--- src/rtl/uuid5_pkg.sv ---
// ---------------------------------------------------------------------------
// uuid5_pkg
// Shared types, constants and helper functions for the name-based UUID
// (SHA-1) generator: hash constants, message block constants, the
// controller/datapath command and status words and text formatting helpers.
// ---------------------------------------------------------------------------
package uuid5_pkg;

   // SHA-1 initial hash value
   localparam logic [31:0] H0 = 32'h67452301;
   localparam logic [31:0] H1 = 32'hEFCDAB89;
   localparam logic [31:0] H2 = 32'h98BADCFE;
   localparam logic [31:0] H3 = 32'h10325476;
   localparam logic [31:0] H4 = 32'hC3D2E1F0;

   // SHA-1 round constants
   localparam logic [31:0] K0 = 32'h5A827999;
   localparam logic [31:0] K1 = 32'h6ED9EBA1;
   localparam logic [31:0] K2 = 32'h8F1BBCDC;
   localparam logic [31:0] K3 = 32'hCA62C1D6;

   // DNS namespace UUID as big-endian message words
   localparam logic [31:0] NS_W0 = 32'h6ba7b810;
   localparam logic [31:0] NS_W1 = 32'h9dad11d1;
   localparam logic [31:0] NS_W2 = 32'h80b400c0;
   localparam logic [31:0] NS_W3 = 32'h4fd430c8;

   // padding marker after the 28 message bytes, and 224-bit length word
   localparam logic [31:0] PAD_WORD = 32'h80000000;
   localparam logic [31:0] LEN_WORD = 32'h000000E0;

   localparam int unsigned ROUNDS    = 80;
   localparam int unsigned TEXT_LEN  = 36;
   localparam logic [6:0]  LAST_ROUND = 7'(ROUNDS - 1);
   localparam logic [5:0]  LAST_CHAR  = 6'(TEXT_LEN - 1);
   localparam logic [6:0]  DASH_CHAR  = 7'h2d;

   // version nibble and variant bits
   localparam logic [3:0]  VERSION_NIB = 4'h5;
   localparam logic [1:0]  VARIANT_BITS = 2'b10;

   typedef enum logic [1:0] {
      ST_IDLE,
      ST_ROUND,
      ST_FINAL,
      ST_EMIT
   } state_type;

   // controller -> datapath
   typedef struct packed {
      logic load;     // capture MAC, build block, init working regs
      logic step;     // run one compression round
      logic finish;   // add initial hash, format digest
      logic advance;  // current text word taken, move to next character
   } cmd_type;

   // datapath -> controller
   typedef struct packed {
      logic round_last;
      logic char_last;
   } sts_type;

   // lowercase hex digit
   function automatic logic [6:0] nib_char(input logic [3:0] n);
      if (n < 4'd10) begin
         return 7'h30 + 7'(n);
      end else begin
         return 7'h57 + 7'(n);
      end
   endfunction

   // four hex characters of a 16-bit value, packed as big-endian bytes
   function automatic logic [31:0] hex_word(input logic [15:0] v);
      return {1'b0, nib_char(v[15:12]), 1'b0, nib_char(v[11:8]),
              1'b0, nib_char(v[7:4]),   1'b0, nib_char(v[3:0])};
   endfunction

   // text position holds a dash between groups
   function automatic logic is_dash(input logic [5:0] pos);
      return (pos == 6'd8) || (pos == 6'd13) || (pos == 6'd18) || (pos == 6'd23);
   endfunction

   // digest nibble shown at a text position (dashes skipped)
   function automatic logic [4:0] pos_nibble(input logic [5:0] pos);
      logic [5:0] idx;
      if (pos < 6'd8) begin
         idx = pos;
      end else if (pos < 6'd13) begin
         idx = pos - 6'd1;
      end else if (pos < 6'd18) begin
         idx = pos - 6'd2;
      end else if (pos < 6'd23) begin
         idx = pos - 6'd3;
      end else begin
         idx = pos - 6'd4;
      end
      return idx[4:0];
   endfunction

endpackage

--- src/rtl/uuid5_ctrl.sv ---
// ---------------------------------------------------------------------------
// uuid5_ctrl
// Sequencer for the UUID generator: accepts a word, steps the hash rounds,
// finalizes the digest and hands out the text characters.
// ---------------------------------------------------------------------------
module uuid5_ctrl (
   input  logic               clock,
   input  logic               reset,
   input  logic               req_valid,
   output logic               req_ready,
   output logic               rsp_valid,
   input  logic               rsp_ready,
   input  uuid5_pkg::sts_type sts,
   output uuid5_pkg::cmd_type cmd
);

   uuid5_pkg::state_type state_ff;
   uuid5_pkg::state_type state_in;

   // next state
   always_comb begin
      state_in = state_ff;
      unique case (state_ff)
         uuid5_pkg::ST_IDLE: begin
            if (req_valid) state_in = uuid5_pkg::ST_ROUND;
         end
         uuid5_pkg::ST_ROUND: begin
            if (sts.round_last) state_in = uuid5_pkg::ST_FINAL;
         end
         uuid5_pkg::ST_FINAL: begin
            state_in = uuid5_pkg::ST_EMIT;
         end
         uuid5_pkg::ST_EMIT: begin
            if (rsp_ready && sts.char_last) state_in = uuid5_pkg::ST_IDLE;
         end
         default: state_in = uuid5_pkg::ST_IDLE;
      endcase
   end

   // outputs and datapath commands
   always_comb begin
      req_ready   = 1'b0;
      rsp_valid   = 1'b0;
      cmd         = '0;
      unique case (state_ff)
         uuid5_pkg::ST_IDLE: begin
            req_ready = 1'b1;
            cmd.load  = req_valid;
         end
         uuid5_pkg::ST_ROUND: begin
            cmd.step = 1'b1;
         end
         uuid5_pkg::ST_FINAL: begin
            cmd.finish = 1'b1;
         end
         uuid5_pkg::ST_EMIT: begin
            rsp_valid   = 1'b1;
            cmd.advance = rsp_ready;
         end
         default: begin
            req_ready = 1'b0;
         end
      endcase
   end

   always_ff @(posedge clock) begin
      if (reset) begin
         state_ff <= uuid5_pkg::ST_IDLE;
      end else begin
         state_ff <= state_in;
      end
   end

endmodule

--- src/rtl/uuid5_dp.sv ---
// ---------------------------------------------------------------------------
// uuid5_dp
// Datapath: 16-word message schedule window, SHA-1 working registers with a
// single round unit, digest register with version/variant applied, and the
// character formatter that walks the digest nibbles.
// ---------------------------------------------------------------------------
module uuid5_dp (
   input  logic               clock,
   input  logic               reset,
   input  uuid5_pkg::cmd_type cmd,
   output uuid5_pkg::sts_type sts,
   input  logic [47:0]        mac_address,
   output logic [6:0]         text_char,
   output logic               last_char
);

   logic [31:0]  win_ff [16];
   logic [31:0]  win_in [16];
   logic [31:0]  a_ff, b_ff, c_ff, d_ff, e_ff;
   logic [31:0]  a_in, b_in, c_in, d_in, e_in;
   logic [6:0]   round_ff, round_in;
   logic [5:0]   pos_ff, pos_in;
   logic [127:0] digest_ff, digest_in;

   logic [31:0]  f_val;
   logic [31:0]  k_val;
   logic [31:0]  t_val;
   logic [31:0]  w_new;
   logic [3:0]   nib_arr [32];
   logic [3:0]   cur_nib;

   // round function and constant by phase
   always_comb begin
      if (round_ff < 7'd20) begin
         f_val = (b_ff & c_ff) | (~b_ff & d_ff);
         k_val = uuid5_pkg::K0;
      end else if (round_ff < 7'd40) begin
         f_val = b_ff ^ c_ff ^ d_ff;
         k_val = uuid5_pkg::K1;
      end else if (round_ff < 7'd60) begin
         f_val = (b_ff & c_ff) | (b_ff & d_ff) | (c_ff & d_ff);
         k_val = uuid5_pkg::K2;
      end else begin
         f_val = b_ff ^ c_ff ^ d_ff;
         k_val = uuid5_pkg::K3;
      end
      t_val = {a_ff[26:0], a_ff[31:27]} + f_val + e_ff + k_val + win_ff[0];
      w_new = win_ff[13] ^ win_ff[8] ^ win_ff[2] ^ win_ff[0];
      w_new = {w_new[30:0], w_new[31]};
   end

   // next values of window, working registers, digest and counters
   always_comb begin
      for (int i = 0; i < 16; i++) begin
         win_in[i] = win_ff[i];
      end
      a_in      = a_ff;
      b_in      = b_ff;
      c_in      = c_ff;
      d_in      = d_ff;
      e_in      = e_ff;
      round_in  = round_ff;
      pos_in    = pos_ff;
      digest_in = digest_ff;

      if (cmd.load) begin
         // build the single padded block
         win_in[0] = uuid5_pkg::NS_W0;
         win_in[1] = uuid5_pkg::NS_W1;
         win_in[2] = uuid5_pkg::NS_W2;
         win_in[3] = uuid5_pkg::NS_W3;
         win_in[4] = uuid5_pkg::hex_word(mac_address[47:32]);
         win_in[5] = uuid5_pkg::hex_word(mac_address[31:16]);
         win_in[6] = uuid5_pkg::hex_word(mac_address[15:0]);
         win_in[7] = uuid5_pkg::PAD_WORD;
         for (int i = 8; i < 15; i++) begin
            win_in[i] = '0;
         end
         win_in[15] = uuid5_pkg::LEN_WORD;
         a_in     = uuid5_pkg::H0;
         b_in     = uuid5_pkg::H1;
         c_in     = uuid5_pkg::H2;
         d_in     = uuid5_pkg::H3;
         e_in     = uuid5_pkg::H4;
         round_in = '0;
         pos_in   = '0;
      end else if (cmd.step) begin
         // advance schedule window by one word
         for (int i = 0; i < 15; i++) begin
            win_in[i] = win_ff[i + 1];
         end
         win_in[15] = w_new;
         e_in     = d_ff;
         d_in     = c_ff;
         c_in     = {b_ff[1:0], b_ff[31:2]};
         b_in     = a_ff;
         a_in     = t_val;
         round_in = round_ff + 7'd1;
      end else if (cmd.finish) begin
         // keep first 16 digest bytes, force version and variant
         digest_in = {uuid5_pkg::H0 + a_ff, uuid5_pkg::H1 + b_ff,
                      uuid5_pkg::H2 + c_ff, uuid5_pkg::H3 + d_ff};
         digest_in[79:76] = uuid5_pkg::VERSION_NIB;
         digest_in[63:62] = uuid5_pkg::VARIANT_BITS;
      end else if (cmd.advance) begin
         pos_in = pos_ff + 6'd1;
      end
   end

   // counters
   always_ff @(posedge clock) begin
      if (reset) begin
         round_ff <= '0;
         pos_ff   <= '0;
      end else begin
         round_ff <= round_in;
         pos_ff   <= pos_in;
      end
   end

   // payload registers
   always_ff @(posedge clock) begin
      for (int i = 0; i < 16; i++) begin
         win_ff[i] <= win_in[i];
      end
      a_ff      <= a_in;
      b_ff      <= b_in;
      c_ff      <= c_in;
      d_ff      <= d_in;
      e_ff      <= e_in;
      digest_ff <= digest_in;
   end

   // split digest into nibbles, first nibble most significant
   always_comb begin
      for (int i = 0; i < 32; i++) begin
         nib_arr[i] = digest_ff[127 - 4 * i -: 4];
      end
      cur_nib = nib_arr[uuid5_pkg::pos_nibble(pos_ff)];
   end

   // format current character
   assign text_char = uuid5_pkg::is_dash(pos_ff) ? uuid5_pkg::DASH_CHAR
                                                 : uuid5_pkg::nib_char(cur_nib);
   assign last_char = (pos_ff == uuid5_pkg::LAST_CHAR);

   assign sts.round_last = (round_ff == uuid5_pkg::LAST_ROUND);
   assign sts.char_last  = (pos_ff == uuid5_pkg::LAST_CHAR);

endmodule

--- src/rtl/uuid_v5_from_mac_unit.sv ---
// ---------------------------------------------------------------------------
// uuid_v5_from_mac_unit
// Name-based (version 5, SHA-1) UUID generator keyed by a 48-bit MAC.
// ---------------------------------------------------------------------------
// Input channel (req_): one word carries a MAC address, first byte in bits
// 47..40. The word is taken only while the unit is idle.
// Result channel (rsp_): 36 words per MAC, the UUID text in 8-4-4-4-12 form
// in lowercase ASCII with dashes; rsp_last_char marks the 36th word.
// Sequence: once the MAC is taken, the 80 SHA-1 rounds run through one
// shared round unit, a finalize step forms the digest, and then the
// characters are presented in order. No new MAC is taken before the last
// character of the previous UUID has gone.
// When the receiver stalls, the current character holds on the rsp_ ports
// and the unit waits; no MAC is taken until the last character is gone.
// Reset (synchronous, active high) returns the unit to idle with req_ready
// high and no result pending; a UUID in progress is dropped.
// ---------------------------------------------------------------------------
module uuid_v5_from_mac_unit (
   input  logic        clock,
   input  logic        reset,
   input  logic        req_valid,
   output logic        req_ready,
   input  logic [47:0] req_mac_address,
   output logic        rsp_valid,
   input  logic        rsp_ready,
   output logic [6:0]  rsp_text_char,
   output logic        rsp_last_char
);

   uuid5_pkg::cmd_type cmd;
   uuid5_pkg::sts_type sts;

   uuid5_ctrl u_ctrl (
      .clock     (clock),
      .reset     (reset),
      .req_valid (req_valid),
      .req_ready (req_ready),
      .rsp_valid (rsp_valid),
      .rsp_ready (rsp_ready),
      .sts       (sts),
      .cmd       (cmd)
   );

   uuid5_dp u_dp (
      .clock       (clock),
      .reset       (reset),
      .cmd         (cmd),
      .sts         (sts),
      .mac_address (req_mac_address),
      .text_char   (rsp_text_char),
      .last_char   (rsp_last_char)
   );

endmodule

--- config.mk ---
export PLATFORM = sky130hd
export DESIGN_NAME = uuid_v5_from_mac_unit
export DESIGN_NICKNAME = d
export VERILOG_FILES = /design/src/rtl/uuid5_pkg.sv /design/src/rtl/uuid5_ctrl.sv /design/src/rtl/uuid5_dp.sv /design/src/rtl/uuid_v5_from_mac_unit.sv
export SDC_FILE = /design/constraint.sdc
export NUM_CORES = 2
export LEC_CHECK = 0
export ABC_AREA = 1
export BUFFER_PORTS_ARGS = -buffer_cell sky130_fd_sc_hd__buf_2
export CAP_MARGIN = 15
export CORE_MARGIN = 4
export CORE_UTILIZATION = 45
export CTS_CLUSTER_DIAMETER = 120
export DETAILED_ROUTE_END_ITERATION = 8
export GPL_TIMING_DRIVEN = 0
export PLACE_DENSITY = 0.75
export SYNTH_ARGS = -nofsm -noshare
export SYNTH_HDL_FRONTEND = slang
export SYNTH_HIERARCHICAL = 1
export SYNTH_SLANG_ARGS = --single-unit
--- constraint.sdc ---
create_clock -name clock -period 10.5 [get_ports clock]
set_input_delay 1.575 -clock clock [delete_from_list [all_inputs] [get_ports clock]]
set_output_delay 1.575 -clock clock [all_outputs]
set_load 0.01 [all_outputs]
### Word-level counts from Yosys, hierarchy flattened

Memory sizes are Yosys's and may differ from the RTL's.
Cells that the tools add are included.

| cells by class | value |
|---|---|
| add/sub/neg operators | 40 |
| multipliers | 0 |
| div/mod/pow operators | 0 |
| magnitude comparators | 21 |
| eq/ne operators | 12 |
| shifts and indexed selects | 0 |
| multiplexer cells | 39 |
| bitwise operators | 17 |
| reduce and logical (&&, ||, !) cells | 9 |

Operators by type and width:

| kind | number |
|---|---|
| $mux W512 | 2 |
| $mux W32 | 5 |
| $xor A32 B32 Y32 | 5 |
| $add A32 B32 Y32 | 4 |
| $and A32 B32 Y32 | 4 |
| $mux W7 | 14 |
| $or A32 B32 Y32 | 3 |
| $add A6 B4 Y7 const A | 13 |
| $add A7 B4 Y7 const A | 13 |
| $lt A4 B4 Y1 const B | 13 |
| $add A29 B32 Y32 const A | 1 |
| $add A31 B32 Y32 const A | 1 |
| $add A32 B32 Y32 const A | 1 |
| $not A32 Y32 | 1 |
| $mux W31 | 1 |
| $add A29 B30 Y30 const A | 1 |
| $bmux W4 S5 | 1 |
| $mux W5 | 4 |
| $lt A7 B6 Y1 const B | 2 |
| $eq A6 B4 Y1 const B | 2 |
| $eq A6 B5 Y1 const B | 2 |
| $lt A6 B4 Y1 const B | 2 |
| $lt A6 B5 Y1 const B | 2 |
| $sub A5 B2 Y5 const B | 2 |
| other kinds (23) | 39 |

| storage, ports and cells | value |
|---|---|
| register bits after elaboration | 297 |
| bits in latches | 0 |
| memory bits (writable) | 512 |
| bits in read-only memories | 0 |
| bits of input ports | 52 |
| output and inout bits | 10 |
| word-level logic and storage cells | 148 |
| memories | 1 |

Memory list:

| name | words | width | rd ports | clocked after memory_dff | wr ports | RTL line | source |
|---|---|---|---|---|---|---|---|
| u_dp.win_ff | 16 | 32 | 16 | 0 | 16 | uuid5_dp.sv:17 | `logic [31:0] win_ff [16];` |

### Logic depth before layout (Yosys ltp)

| logic depth | value |
|---|---|
| word-level depth | 12 |
| depth in mapped cells | 31 |

### Cells and area by module

The synthesis kept the hierarchy.

By module, submodules not included:

| module | times used | cells an instance | area each (µm²) | sequential area each (µm²) |
|---|---|---|---|---|
| uuid5_dp | 1 | 4145 | 37201.9 | 18217.5 |
| uuid5_ctrl | 1 | 32 | 234.0 | 40.0 |

### Worst setup path after synthesis

OpenSTA, ideal clock, no wires.

| path | value |
|---|---|
| path kind | input port to flip-flop |
| start point | input port req_valid |
| end point | register u_dp.digest_ff[0], enable pin |
| library setup time | 1.107 ns |
| arrival | 9.372 ns |
| required time | 9.393 ns |
| setup slack | 0.022 ns |
| stages on the path | 7 |
| buffers on the path | 2 |
| path through | nand2_1 > inv_1 > clkbuf_1 > nor2_1 > inv_2 > clkbuf_1 > nor2_1 |

RTL lines:

| item | RTL line | source |
|---|---|---|
| start: declaration | uuid_v5_from_mac_unit.sv:21 | `input logic req_valid,` |
| end signal: assignment | uuid5_dp.sv:131 | `digest_ff <= digest_in;` |
| end: declaration | uuid5_dp.sv:23 | `logic [127:0] digest_ff, digest_in;` |

### Final worst setup path

| path | value |
|---|---|
| start point | register u_dp.round_ff[4] |
| end point | register u_dp.a_ff[24] |

| on the way | value |
|---|---|
| word-level cells in the longest chain between the ends | 8 |
| elaborated cells between the ends (all ways) | 13 |

Ends and longest elaborated chain:

| item | RTL line | source |
|---|---|---|
| start: declaration | uuid5_dp.sv:21 | `logic [6:0] round_ff, round_in;` |
| start signal: assignment | uuid5_dp.sv:116 | `round_ff <= round_in;` |
| $lt A7 B6 Y1 | uuid5_dp.sv:40 | `end else if (round_ff < 7'd60) begin` |
| $mux W32 | uuid5_dp.sv:40 |  |
| $mux W32 | uuid5_dp.sv:37 | `end else if (round_ff < 7'd40) begin` |
| $mux W32 | uuid5_dp.sv:34 | `if (round_ff < 7'd20) begin` |
| $add A32 B32 Y32 (2 in a row) | uuid5_dp.sv:47 | `t_val = {a_ff[26:0], a_ff[31:27]} + f_val + e_ff + k_val + win_ff[0];` |
| $add A32 B32 Y32 * (2 in a row) | uuid5_dp.sv:47 |  |
| end signal: assignment | uuid5_dp.sv:126 | `a_ff <= a_in;` |
| end: declaration | uuid5_dp.sv:19 | `logic [31:0] a_ff, b_ff, c_ff, d_ff, e_ff;` |

Mark *: on every way between the ends. The rest lies on a longest branch, timed or not.
A chain may end at the register's enable or synchronous reset.

==> results.md <==
* IO Port Bufs at 60
* Die width at 296 microns
* Crit start category: flop
* Worst slack, placed at 2790 ps
* Post-synthesis average cell area at 8.96 sq um
* Vias per inst at 5.58
* Cell count after synthesis at 4177
* Largest net degree at the start of global routing at 52
* Worst skew pair latency at 670 ps
* Post-Syn Area at 37400 sq um
* Max Cap Viol at 0
* Overall routed net length at 113000 microns
* Unrepaired setup endpoints after global routing: false
* H-tree levels at 3
* Routed wire per std cell at 20.7 microns
* Reg clk slew, reported paths at 70 ps
* Gr ovfl total at 0
* Via Count at 30457
* Hold Crit Class: reg2reg
* Detailed placement HPWL at 86300 microns
* IO Pins at 62
* Die height at 296 microns
* Pwr Total at 0.0162 W
* Clock sink count at 809
* Slew @ Worst Pin at 1240 ps
* Leakage at 17.1 nW
* Primary FF master, synth: dfxtp_1
* Outcome: completed
* CTS Hold Buffers Added at 0
* Number of synthesized flops with an enable pin at 206
* Routability cong. at 1.02
* DR pass1 iterations at 6
* Worst Path Max Fanout at 10
* CTS tree: built
* Share of layout cells above drive strength 1 at 5.84%
* Max rail drop VDD at 0.272 mV
* Placed inst area at 39200 sq um
* Final setup viols at 0
* Vias in the first global route at 28857
* Async set-reset flop share out of synthesis at 0%
* Worst setup EP type: flop
* PostCTS Resize Cnt at 0
* Yosys reg bits at 809
* Final Util at 51.0%
* Initial Util at 45.5%
* Count of final hold-check violations at 0
* Syn Nets at 4420
* Post-CTS Setup Repair Bufs at 0
* Final Slew Violations at 0
* Max frequency at 0.126 GHz
* WS Path Type: reg2reg
* Initial DRC Count at 3270
* Seq/Total Area, Yosys at 48.8%
* Critical Path AT at 8450 ps
* Post-route ant nets at 0
* Clock Path Buffers at 3
* # diodes at 0
* Final min period at 7930 ps
* Fin Clk Skew at 40.5 ps
* Setup_tns at 0 ps
* Yosys cell types at 57
* Most frequent cells in the layout: inv_1, dfxtp_1, nand2_1
* # fillers at 7385
* Row count at 105
* Number of remaining DRC errors at 0
* First-pass GRT wire length at 169000 microns
* Core box area at 82200 sq um
* Die area at 87900 sq um
* YS warnings at 6
* Relative max-transition margin at 17.6%
* Tcrit/Tclk final at 75.6%
* Nets at 4564
* Area grow syn2layout at 12.0%
* Final Cell Area at 41900 sq um
* Worst setup slack after layout at 2570 ps
* Most common cell after layout, fill and taps aside: inv_1
* Worst endpoint required time at 11020 ps
* Initial antenna violation count at 1
* All-Layer GR Usage at 25.2%
* Inserted Clock Buffers at 78
* CTS Root Cell: clkbuf_16
* PD cells at 387 nW/um^2
==> cells by family (layout without fill, tap and decap cells) <==
group / Yosys count / count (layout) / synth area share [%]
buf+inv: 1044 / 1254 / 10.7
flops: 809 / 809 / 48.8
compound gates: 941 / 941 / 15.5
simple gates: 971 / 971 / 11.0
other cells: 1 / 1 / 0.0100
xor+xnor: 220 / 220 / 5.15
fa+ha+maj: 191 / 191 / 8.79
==> cells in the mapped netlist (5+ instances only) <==
master,instances,share of area (%)
o21ai_1,12,0.16
inv_2,9,0.090
edfxtp_1,206,17
nor4_1,8,0.13
xnor2_1,55,1.3
fa_1,120,6.4
o22ai_1,430,7.2
a32o_1,8,0.21
nand2_1,520,5.2
a211oi_1,21,0.42
a21oi_1,131,1.8
buf_6,5,0.15
nor3_1,33,0.44
nand3_1,173,2.3
nand2_2,12,0.20
xor2_1,165,3.9
o221ai_1,6,0.14
buf_2,12,0.16
a31oi_1,18,0.30
dfxtp_1,603,32
buf_1,15,0.15
a22oi_1,101,2.0
o211ai_1,12,0.24
clkbuf_1,145,1.5
o21ai_0,164,2.2
inv_1,848,8.5
nand4_1,21,0.35
nor2_1,182,1.8
nand3b_1,7,0.14
ha_1,71,2.4
a221oi_1,18,0.42
==> final cells by class <==
type | count | area, sq um | area share [%]
repair buffers | 64 | 388 | 0.925
well taps | 1070 | 1340 | 3.19
plain buffers | 180 | 743 | 1.77
multi-input cells | 2324 | 15200 | 36.2
clock buffers | 111 | 2190 | 5.22
flip-flops and latches | 809 | 18300 | 43.6
clock inverters | 35 | 553 | 1.32
inverters | 864 | 3280 | 7.81
==> power by group <==
part           switching [W]  internal (W)  total [W]
combinational        0.00578       0.00282    0.00860
sequential          0.000509       0.00416    0.00467
clock                0.00127       0.00169    0.00295
total                0.00755       0.00867     0.0162
==> layer usage <==
metal  GRT usage, %  wire, microns  vias to the layer above
met5              0              0                        -
met4           13.7           6990                        0
met3           3.67           9390                      311
met2           41.2          51900                     1528
met1           32.5          45000                    14520
li1               -              -                    14098
==> critical path, cell delays in order (launching register included) <==
cell and delay [ps]:
dfxtp_1 400, nand2_1 90, o21ai_0 710, inv_1 250
nand2_1 520, nand2_1 380, clkinv_1 330, buf_1 680
a221oi_1 270, fa_1 590, inv_1 70, fa_1 540
inv_1 60, fa_1 500, inv_1 40, ha_1 350
a21o_1 180, a21oi_1 180, o21ai_0 160, a21boi_0 430
o21ai_0 230, a21boi_0 380, nor2_1 130, nand2_1 100
nand4_1 90, nand3_1 100, nand2_1 60
==> through the flow <==
stage | hold WS [ps] | instances
floorplan | 422 | 4177
global placement | 429 | 5307
detailed placement | 431 | 5311
CTS | 444 | 5457
global route | 468 | 5457
finish | 447 | 5457
==> registers in the layout, indices dropped and copies added, names as in the netlist <==
name / count
u_dp/round_ff: 7
u_dp/c_ff: 32
u_dp/d_ff: 32
u_dp/pos_ff: 6
u_dp/b_ff: 32
u_dp/digest_ff: 122
u_dp/e_ff: 32
u_dp/win_ff: 512
u_ctrl/state_ff: 2
u_dp/a_ff: 32
==> final timing paths <==
path         slack, ps                start  cells past startpoint                  end
max               2570     u_dp/round_ff[4]                     26        u_dp/a_ff[24]
min                450  u_dp/win_ff[0][145]                      2  u_dp/win_ff[0][113]
max reg2reg       2570     u_dp/round_ff[4]                     26        u_dp/a_ff[24]
min reg2reg        450  u_dp/win_ff[0][145]                      2  u_dp/win_ff[0][113]
(Power assumes the default switching activity.)
